$ cat src/sv/nfsp_pkg.sv
// Shared types and constants of the next-fit slot pool.
package nfsp_pkg;

	localparam int OP_BITS   = 2;
	localparam int SLOT_IN_BITS = 7;
	localparam int SLOT_BITS = 6;
	localparam int DATA_BITS = 64;

	typedef enum logic [OP_BITS-1:0] {
		OP_ALLOC = 2'd0,
		OP_FREE  = 2'd1,
		OP_READ  = 2'd2,
		OP_WRITE = 2'd3
	} op_t;

	typedef enum logic [1:0] {
		ST_OK    = 2'd0,
		ST_FULL  = 2'd1,
		ST_RANGE = 2'd2
	} status_t;

	typedef struct packed {
		op_t                     operation;
		logic [SLOT_IN_BITS-1:0] slot;
		logic [DATA_BITS-1:0]    write_data;
	} req_t;

	typedef struct packed {
		status_t              status;
		logic [SLOT_BITS-1:0] granted_slot;
		logic [DATA_BITS-1:0] read_data;
	} rsp_t;

	typedef struct packed {
		logic                 found;
		logic [SLOT_BITS-1:0] idx;
	} srch_res_t;

endpackage

$ cat src/sv/nfsp_store.sv
// Slot data memory: one port, registered read data.
module nfsp_store #(
	parameter int DEPTH = 64,
	parameter int WIDTH = 64
) (
	input  logic                     clk,
	input  logic                     en,
	input  logic                     we,
	input  logic [$clog2(DEPTH)-1:0] addr,
	input  logic [WIDTH-1:0]         wdata,
	output logic [WIDTH-1:0]         rdata
);

	logic [WIDTH-1:0] mem [DEPTH];

	always_ff @(posedge clk) begin
		if (en) begin
			if (we) begin
				mem[addr] <= wdata;
			end else begin
				rdata <= mem[addr];
			end
		end
	end

endmodule

$ cat src/sv/nfsp_search.sv
// Rotated first-free search over the used flags, two levels with a register between.
module nfsp_search #(
	parameter int POOL_SLOTS = 64
) (
	input  logic                          clk,
	input  logic                          load,
	input  logic [POOL_SLOTS-1:0]         used,
	input  logic [nfsp_pkg::SLOT_BITS-1:0] ptr,
	output nfsp_pkg::srch_res_t           res
);

	localparam int SB   = nfsp_pkg::SLOT_BITS;
	localparam int NGRP = (POOL_SLOTS + 7) / 8;
	localparam int GW   = (NGRP > 1) ? $clog2(NGRP) : 1;
	localparam int NPAD = NGRP * 8;

	logic [NPAD-1:0] free_pad;
	logic [NPAD-1:0] hi_pad;
	logic [NGRP-1:0] any_hi_d, any_hi_q;
	logic [NGRP-1:0] any_fr_d, any_fr_q;
	logic [2:0]      sub_hi_d [NGRP];
	logic [2:0]      sub_hi_q [NGRP];
	logic [2:0]      sub_fr_d [NGRP];
	logic [2:0]      sub_fr_q [NGRP];
	logic            use_hi;
	logic [GW-1:0]   gsel;
	logic [2:0]      sub;

	always_comb begin
		free_pad = '0;
		free_pad[POOL_SLOTS-1:0] = ~used;
		for (int i = 0; i < NPAD; i++) begin
			hi_pad[i] = free_pad[i] && (SB'(i) >= ptr);
		end
		for (int g = 0; g < NGRP; g++) begin
			any_hi_d[g] = |hi_pad[g*8 +: 8];
			any_fr_d[g] = |free_pad[g*8 +: 8];
			sub_hi_d[g] = '0;
			sub_fr_d[g] = '0;
			for (int b = 7; b >= 0; b--) begin
				if (hi_pad[g*8 + b]) begin
					sub_hi_d[g] = 3'(b);
				end
				if (free_pad[g*8 + b]) begin
					sub_fr_d[g] = 3'(b);
				end
			end
		end
	end

	always_ff @(posedge clk) begin
		if (load) begin
			any_hi_q <= any_hi_d;
			any_fr_q <= any_fr_d;
			sub_hi_q <= sub_hi_d;
			sub_fr_q <= sub_fr_d;
		end
	end

	always_comb begin
		use_hi = |any_hi_q;
		gsel   = '0;
		for (int g = NGRP - 1; g >= 0; g--) begin
			if (use_hi ? any_hi_q[g] : any_fr_q[g]) begin
				gsel = GW'(g);
			end
		end
		sub       = use_hi ? sub_hi_q[gsel] : sub_fr_q[gsel];
		res.found = |any_fr_q;
		res.idx   = SB'({gsel, sub});
	end

endmodule

$ cat src/sv/next_fit_slot_pool.sv
// Top level of the next-fit slot pool: request control, used flags, pointer, response register.
//
//  channel | valid     | stall     | payload
//  --------+-----------+-----------+----------------------
//  request | req_valid | req_stall | req (nfsp_pkg::req_t)
//  result  | rsp_valid | rsp_stall | rsp (nfsp_pkg::rsp_t)
//
// For each request, the transfer edge issues the memory access and registers the
// first search level; the edge on which the second stage fires resolves the search,
// updates flags and pointer, and loads the result register.
// A new request is taken only once the previous one has left the second stage.
// Reset clears used flags, pointer and valids at once; the data memory is not cleared.
// A stalled result holds the second stage and with it the request side.
module next_fit_slot_pool #(
	parameter int POOL_SLOTS = 64,
	parameter int WORD_BITS  = 64
) (
	input  logic           clk,
	input  logic           arst_n,
	input  logic           req_valid,
	output logic           req_stall,
	input  nfsp_pkg::req_t req,
	output logic           rsp_valid,
	input  logic           rsp_stall,
	output nfsp_pkg::rsp_t rsp
);

	localparam int AW = (POOL_SLOTS > 1) ? $clog2(POOL_SLOTS) : 1;
	localparam int SB = nfsp_pkg::SLOT_BITS;
	localparam int DB = nfsp_pkg::DATA_BITS;
	localparam int SI = nfsp_pkg::SLOT_IN_BITS;

	logic                  accept;
	logic                  fire;
	logic                  in_range;
	logic                  mem_en;
	logic [WORD_BITS-1:0]  rdata;
	nfsp_pkg::srch_res_t   res;

	logic                  s1_valid_q;
	nfsp_pkg::op_t         op_s1;
	logic [AW-1:0]         slot_s1;
	logic                  range_s1;

	logic [POOL_SLOTS-1:0] used_q;
	logic [SB-1:0]         ptr_q;
	logic                  rsp_valid_q;
	nfsp_pkg::rsp_t        rsp_q;

	assign req_stall = s1_valid_q;
	assign accept    = req_valid && !req_stall;
	assign fire      = s1_valid_q && (!rsp_valid_q || !rsp_stall);
	assign in_range  = req.slot < SI'(POOL_SLOTS);
	assign mem_en    = accept && in_range &&
		(req.operation == nfsp_pkg::OP_READ || req.operation == nfsp_pkg::OP_WRITE);

	nfsp_store #(
		.DEPTH(POOL_SLOTS),
		.WIDTH(WORD_BITS)
	) u_store (
		.clk  (clk),
		.en   (mem_en),
		.we   (req.operation == nfsp_pkg::OP_WRITE),
		.addr (req.slot[AW-1:0]),
		.wdata(req.write_data[WORD_BITS-1:0]),
		.rdata(rdata)
	);

	nfsp_search #(
		.POOL_SLOTS(POOL_SLOTS)
	) u_search (
		.clk (clk),
		.load(accept),
		.used(used_q),
		.ptr (ptr_q),
		.res (res)
	);

	always_ff @(posedge clk) begin
		if (accept) begin
			op_s1    <= req.operation;
			slot_s1  <= req.slot[AW-1:0];
			range_s1 <= in_range;
		end
	end

	always_ff @(posedge clk or negedge arst_n) begin
		if (!arst_n) begin
			s1_valid_q  <= 1'b0;
			rsp_valid_q <= 1'b0;
			used_q      <= '0;
			ptr_q       <= '0;
		end else begin
			if (accept) begin
				s1_valid_q <= 1'b1;
			end else if (fire) begin
				s1_valid_q <= 1'b0;
			end
			if (fire) begin
				rsp_valid_q <= 1'b1;
				unique case (op_s1)
					nfsp_pkg::OP_ALLOC: begin
						if (res.found) begin
							used_q[res.idx[AW-1:0]] <= 1'b1;
							ptr_q                   <= res.idx;
						end
					end
					nfsp_pkg::OP_FREE: begin
						if (range_s1) begin
							used_q[slot_s1] <= 1'b0;
						end
					end
					nfsp_pkg::OP_READ, nfsp_pkg::OP_WRITE: begin
					end
				endcase
			end else if (rsp_valid_q && !rsp_stall) begin
				rsp_valid_q <= 1'b0;
			end
		end
	end

	always_ff @(posedge clk) begin
		if (fire) begin
			if (op_s1 == nfsp_pkg::OP_ALLOC) begin
				rsp_q.read_data <= '0;
				if (res.found) begin
					rsp_q.status       <= nfsp_pkg::ST_OK;
					rsp_q.granted_slot <= res.idx;
				end else begin
					rsp_q.status       <= nfsp_pkg::ST_FULL;
					rsp_q.granted_slot <= '0;
				end
			end else if (!range_s1) begin
				rsp_q.status       <= nfsp_pkg::ST_RANGE;
				rsp_q.granted_slot <= '0;
				rsp_q.read_data    <= '0;
			end else begin
				rsp_q.status       <= nfsp_pkg::ST_OK;
				rsp_q.granted_slot <= '0;
				rsp_q.read_data    <= (op_s1 == nfsp_pkg::OP_READ) ? DB'(rdata) : '0;
			end
		end
	end

	assign rsp_valid = rsp_valid_q;
	assign rsp       = rsp_q;

	a_grant_was_free: assert property (@(posedge clk) disable iff (!arst_n)
		fire && op_s1 == nfsp_pkg::OP_ALLOC && res.found |-> !used_q[res.idx[AW-1:0]])
		else $error("allocate granted a slot already in use");

	a_full_means_all_used: assert property (@(posedge clk) disable iff (!arst_n)
		fire && op_s1 == nfsp_pkg::OP_ALLOC && !res.found |-> &used_q)
		else $error("allocate reported full with a free slot");

	a_grant_in_pool: assert property (@(posedge clk) disable iff (!arst_n)
		fire && op_s1 == nfsp_pkg::OP_ALLOC && res.found |-> res.idx < SB'(POOL_SLOTS - 1) ||
		res.idx == SB'(POOL_SLOTS - 1))
		else $error("granted slot beyond pool size");

	a_ptr_follows_grant: assert property (@(posedge clk) disable iff (!arst_n)
		fire && op_s1 == nfsp_pkg::OP_ALLOC && res.found |=> ptr_q == $past(res.idx))
		else $error("pointer not left on granted slot");

endmodule

$ cat config.mk
export PLATFORM = sky130hd
export DESIGN_NAME = next_fit_slot_pool
export DESIGN_NICKNAME = d
export VERILOG_FILES = /design/src/sv/nfsp_pkg.sv /design/src/sv/nfsp_store.sv /design/src/sv/nfsp_search.sv /design/src/sv/next_fit_slot_pool.sv
export SDC_FILE = /design/constraint.sdc
export NUM_CORES = 2
export LEC_CHECK = 0
export ABC_AREA = 1
export BUFFER_PORTS_ARGS = -buffer_cell sky130_fd_sc_hd__clkbuf_2
export CAP_MARGIN = 15
export CORE_MARGIN = 1.5
export CORE_UTILIZATION = 35
export DETAILED_ROUTE_END_ITERATION = 6
export MAX_ROUTING_LAYER = met4
export PLACE_DENSITY = 0.46
export SETUP_SLACK_MARGIN = 0.02
export SYNTH_ARGS = -nofsm -noshare
export SYNTH_HDL_FRONTEND = slang
export SYNTH_SLANG_ARGS = --single-unit
$ cat constraint.sdc
create_clock -name clk -period 10.99 [get_ports clk]
set_input_delay 1.6485 -clock clk [delete_from_list [all_inputs] [get_ports clk]]
set_output_delay 1.6485 -clock clk [all_outputs]
set_load 0.005 [all_outputs]
After elaboration in Yosys (flattened, before gate mapping)
Memories as Yosys holds them, arrays and structs flattened. A register that Yosys moved wholly into a read port is not among the register bits.
Index checks and enable logic that the tools add are counted.
- bits in registers: 217
- RAM bits: 4096
- bits of input ports: 77
- output and inout bits: 74
- logic and storage cells: 432
- memories: 1
- order comparisons: 70
- equality and inequality tests: 6
- muxes and demuxes: 153
- bitwise operators: 8
- reductions and logical operators: 134
- memory list (memory ; depth ; width ; read ports ; clocked after memory_dff ; wr ports ; RTL line ; RTL):
    u_store.mem ; 64 ; 64 ; 1 ; 1 ; 1 ; nfsp_store.sv:14 ; logic [WIDTH-1:0] mem [DEPTH];
- operator list (operator ; count):
    2-to-1 mux 3 bit ; 77
    greater-or-equal comparator 6 bit (first input constant) ; 32
    2-to-1 mux 64 bit ; 3
    2-to-1 mux 72 bit ; 2
    OR reduction 8 bit ; 18
    NOT 64 bit ; 2
    one-hot mux 64 bit (2 select lines) ; 1
    greater-or-equal comparator 5 x 6 -> 1 bit (first input constant) ; 16
    logical AND 1 bit ; 71
    AND 64 bit ; 1
    2-to-1 mux 2 bit ; 32
    OR 64 bit ; 1
    OR reduction 4 bit ; 16
    greater-or-equal comparator 4 x 6 -> 1 bit (first input constant) ; 8
    2-to-1 mux 1 bit ; 33
    OR reduction 2 bit ; 16
    greater-or-equal comparator 3 x 6 -> 1 bit (first input constant) ; 4
    binary-select mux 3 bit (select 3 bit) ; 2
    less-than comparator 6 x 7 -> 1 bit (second input constant) ; 2
    demux 1 bit (select 6 bit) ; 2
    greater-or-equal comparator 1 x 6 -> 1 bit (first input constant) ; 2
    greater-or-equal comparator 2 x 6 -> 1 bit (first input constant) ; 2
    greater-or-equal comparator 6 x 1 -> 1 bit (second input constant) ; 2
    less-than comparator 7 bit (second input constant) ; 1
    15 further kinds ; 25

Longest topological paths before layout
- depth in word-level cells: 22
- mapped depth: 22
- gate-level depth less buffers: 20

Hierarchy
From an unflattened synthesis, not the netlist that was laid out.
- cell total of the unflattened synthesis: 18194
- area, all modules: 184700.9 µm²
- by module, submodules not included (module ; instances ; cells each ; area each (µm²) ; sequential area each (µm²)):
    nfsp_store ; 1 ; 16808 ; 173257.4 ; 124919.8
    next_fit_slot_pool ; 1 ; 739 ; 6734.0 ; 4234.1
    nfsp_search ; 1 ; 647 ; 4709.5 ; 1921.8

Worst setup path before layout
Ideal clock, no wire load.
- path kind: input to register
- start point: input port req_valid
- end point: memory u_store.mem[0][0], enable pin
- setup time: 487 ps
- arrival: 8555 ps
- required time: 10503 ps
- setup slack: 1949 ps
- cell stages on the path: 6
- path buffers: 0
- path through: inv_1 > nor2_1 > nand3_1 > nor2_1 > nand2_1 > nor2_1
- longest elaborated chain between the ends: 5
- ends and longest elaborated chain (what ; RTL line ; RTL):
    from (decl) ; next_fit_slot_pool.sv:20 ; input logic req_valid,
    logical AND 1 bit ; next_fit_slot_pool.sv:51 ; assign accept = req_valid && !req_stall;
    net accept ; next_fit_slot_pool.sv:33 ; logic accept;
    logical AND 1 bit (2 in a row) ; next_fit_slot_pool.sv:54 ; assign mem_en = accept && in_range &&
    2-to-1 mux 1 bit ; nfsp_store.sv:17 ; if (en) begin
    2-to-1 mux 1 bit (implied by the code) ; nfsp_store.sv:19 ; mem[addr] <= wdata;
    to (decl) ; nfsp_store.sv:14 ;
The timed path passes the listed nets, and every way through them passes these cells.

Final worst setup path
- start point: input port req_valid
- end point: memory u_store.mem[25][61], enable pin
Same word-level chain as after synthesis.

==> flow_metrics.env <==
export IMPL_ctsHoldBuffers=0
export IMPL_rsz0062_at_grt="no"
export IMPL_multi_input_area_um2=27800
export IMPL_hold_viol_final=0
export IMPL_layoutNonFillerInstCount=16900
export IMPL_synth_edff_count=4305
export IMPL_first_iter_violations=11600
export IMPL_crit_path_start_kind="input pin"
export IMPL_fin_worst_hold_slack_ns=0.498
export IMPL_postPlaceCellArea_um2=171000
export IMPL_final_core_util_pct=40.4
export IMPL_cts_buffer_depth=4
export IMPL_yosysWarningCount=0
export IMPL_final_cell_area_um2=186000
export IMPL_tns_ns=0
export IMPL_cp_common_cell="buf_4"
export IMPL_layout_nets=10400
export IMPL_grt_pass1_vias=92900
export IMPL_p_leak_nw=59.5
export IMPL_grt_max_degree=100
export IMPL_arrival_ns=6.22
export IMPL_die_h_um=683
export IMPL_overflow=0
export IMPL_syn_avg_cell_area_um2=16.2
export IMPL_gp_congestion=0.857
export IMPL_seq_area_frac_synth_pct=81.0
export IMPL_cp_depth=10
export IMPL_cts_tree="built"
export IMPL_path_cells="clkbuf_2 > inv_1 > nor2_4 > buf_4 > nand3_1 > nor2_1 > buf_4 > nand2_1 > nor2_4 > buf_4"
export IMPL_initial_core_util_pct=35.2
export IMPL_irDropWorstVdd_v=0.000134
export IMPL_min_period_ns=5.60
export IMPL_cts_root_buf="clkbuf_16"
export IMPL_yosys_top_cells_area="edfxtp_1 80%, nand2_1 4.3%, a221oi_1 2.8%"
export IMPL_tightest_slew_ns=1.29
export IMPL_routed_wl_um=574000
export IMPL_grt_pass1_wl_um=785000
export IMPL_htreeDepth=5
export IMPL_synthesis_area_um2=162000
export IMPL_fin_worst_skew_ns=0.0746
export IMPL_crit_required_ns=11.61
export IMPL_avgRoutedWirePerCell_um=34.0
export IMPL_path_clk_slew_ns=0.06
export IMPL_powerDensity_nw_per_um2=194
export IMPL_dr_pass1_iters=6
export IMPL_fp_dieW_um=683
export IMPL_post_synth_inst_count=10000
export IMPL_seq_area_um2=131000
export IMPL_yosysMostFrequentCell="edfxtp_1"
export IMPL_synth_fp_nets=10100
export IMPL_finalSetupViolCount=0
export IMPL_p_total_mw=36.0
export IMPL_slew_limit_headroom_pct=13.8
export IMPL_cts_repair_resized=0
export IMPL_dp_hpwl_um=312000
export IMPL_clock_sinks=4377
export IMPL_synth_cell_types=48
export IMPL_period_share_pct=51.0
export IMPL_routed_via_density=5.70
export IMPL_dp_cells=16000
export IMPL_cp_max_fo=74
export IMPL_vias=96300
export IMPL_max_cap_viol_count=0
export IMPL_core_area_um2=460000
export IMPL_yosysTopAreaCell="edfxtp_1"
export IMPL_clk_latency_ns=1.03
export IMPL_n_fill_cell=41700
export IMPL_end_kind="flip-flop"
export IMPL_cp_top_family="buffers and inverters"
export IMPL_ys_async_sr_fraction_pct=1.64
export IMPL_pin_count=151
export IMPL_crit_path_top_delay_cell="buf_4"
export IMPL_postRouteAntennaNets=0
export IMPL_setup_slack_ns=5.39
export IMPL_slowest_delay_ns=1.00
export IMPL_synthFlopType="edfxtp_1"
export IMPL_status="finished clean"
export IMPL_r2r_cells=8
export IMPL_worstSetupPathType="input pin to flip-flop"
export IMPL_grt_antenna_before_repair=25
export IMPL_path_buf_inv=5
export IMPL_whs_path_depth=2
export IMPL_track_usage_pct=24.7
export IMPL_cts_buffers=455
export IMPL_post_cts_setup_buffer_count=0
export IMPL_areaGrowthSynthToFinish_pct=14.9
export IMPL_drc=0
export IMPL_pre_cts_slack_ns=4.31
export IMPL_hold_path_class="flip-flop to flip-flop"
export IMPL_fmax_mhz=179
export IMPL_numPortBuffers=150
export IMPL_rows=249
export IMPL_ys_ff_latch=4377
export IMPL_synth_top_cell_area_share_pct=79.9
export IMPL_slew_violations=0
export IMPL_die_area_um2=466000
export IMPL_synth_commonest_cells="4305 x edfxtp_1, 1864 x nand2_1, 606 x nand4_1, 582 x a22oi_1, 511 x a221oi_1"
export IMPL_drive_above_1_share_pct=11.3
-- power by group --
part / leakage (nW) / switching [mW] / internal, mW
sequential: 39.7 / 0.109 / 18.6
clock: 7.07 / 6.63 / 8.60
combinational: 12.7 / 1.62 / 0.460
-- worst min-delay path, stage by stage, from the launching register on --
cell and delay [ns]:
dfrtp_1 0.34, nand2_1 0.07, nand2_1 0.05
-- registers in the layout (all words and copies together) (netlist names) --
register,flops
u_search.sub_fr_q,24
slot_s1,6
rsp,72
ptr_q,6
u_search.any_hi_q,8
u_store.rdata,64
u_search.sub_hi_q,24
op_s1,2
u_store.mem,4096
range_s1,1
u_search.any_fr_q,8
req_stall,1
rsp_valid,1
used_q,64
-- path summary, 6_finish.rpt --
path                                            end  slack, ns  startpoint
worst max-delay path            u_store.mem[25][61]       5.39   req_valid
worst min-delay path                      rsp_valid       0.50   rsp_valid
worst max register to register  u_store.mem[25][61]       5.68   req_stall
worst min register to register            rsp_valid       0.50   rsp_valid
max in group asynchronous                used_q[39]       9.40      arst_n
min in group asynchronous                used_q[24]       0.84      arst_n
-- logic make-up (layout without fill, tap and decap cells) --
logic type             count (synthesis)  count (layout)  share of synthesized area (%)
AOI/OAI and AO/OA                   1825            1825                           8.75
buffers and inverters                860            1575                           2.14
DFF                                 4377            4377                           81.0
other                                  0              10                              0
and+or+nand+nor                     2948            2948                           8.08
-- placed cells by master, fill, tap and decap left out, types with 8 or more instances in the layout --
master	Yosys	routed
a211oi_1	13	13
a21boi_0	10	10
a21oi_1	65	65
a221oi_1	511	510
a22o_1	386	386
a22oi_1	582	582
a31oi_1	27	27
buf_12	0	45
buf_2	110	16
buf_4	11	264
bufinv_16	0	38
clkbuf_1	325	96
clkbuf_16	0	460
clkbuf_2	0	101
clkinv_1	5	111
clkinv_2	0	81
clkinv_4	0	9
clkinvlp_4	0	14
dfrtp_1	72	72
diode_2	0	10
edfxtp_1	4305	4305
inv_1	304	301
inv_6	0	10
nand2_1	1864	1864
nand2_2	8	8
nand3_1	119	118
nand4_1	606	606
nor2_1	244	178
nor2_4	4	70
nor3_1	39	30
nor3_2	7	9
o21ai_0	197	197
o41ai_1	9	8
or2_2	32	32
-- layout make-up --
type	instances	share of cell area, %
timing repair buffer	428	1.90
clock buffer	562	6.43
antenna	10	0.0135
clock inverter	271	1.37
tap	6149	4.14
multi-input combinational	4773	15.0
inverter	314	0.640
sequential	4377	70.5
-- routing by layer --
layer | part of all wire, % | track usage (%) | vias up
met1 | 43 | 34.0 | 51200
li1 | - | - | 40100
met3 | 6.5 | 2.63 | 716
met2 | 48 | 39.5 | 4251
met5 | 0 | - | -
met4 | 2.7 | 6.31 | 0
Note: power is estimated with default switching activity, not from simulation.
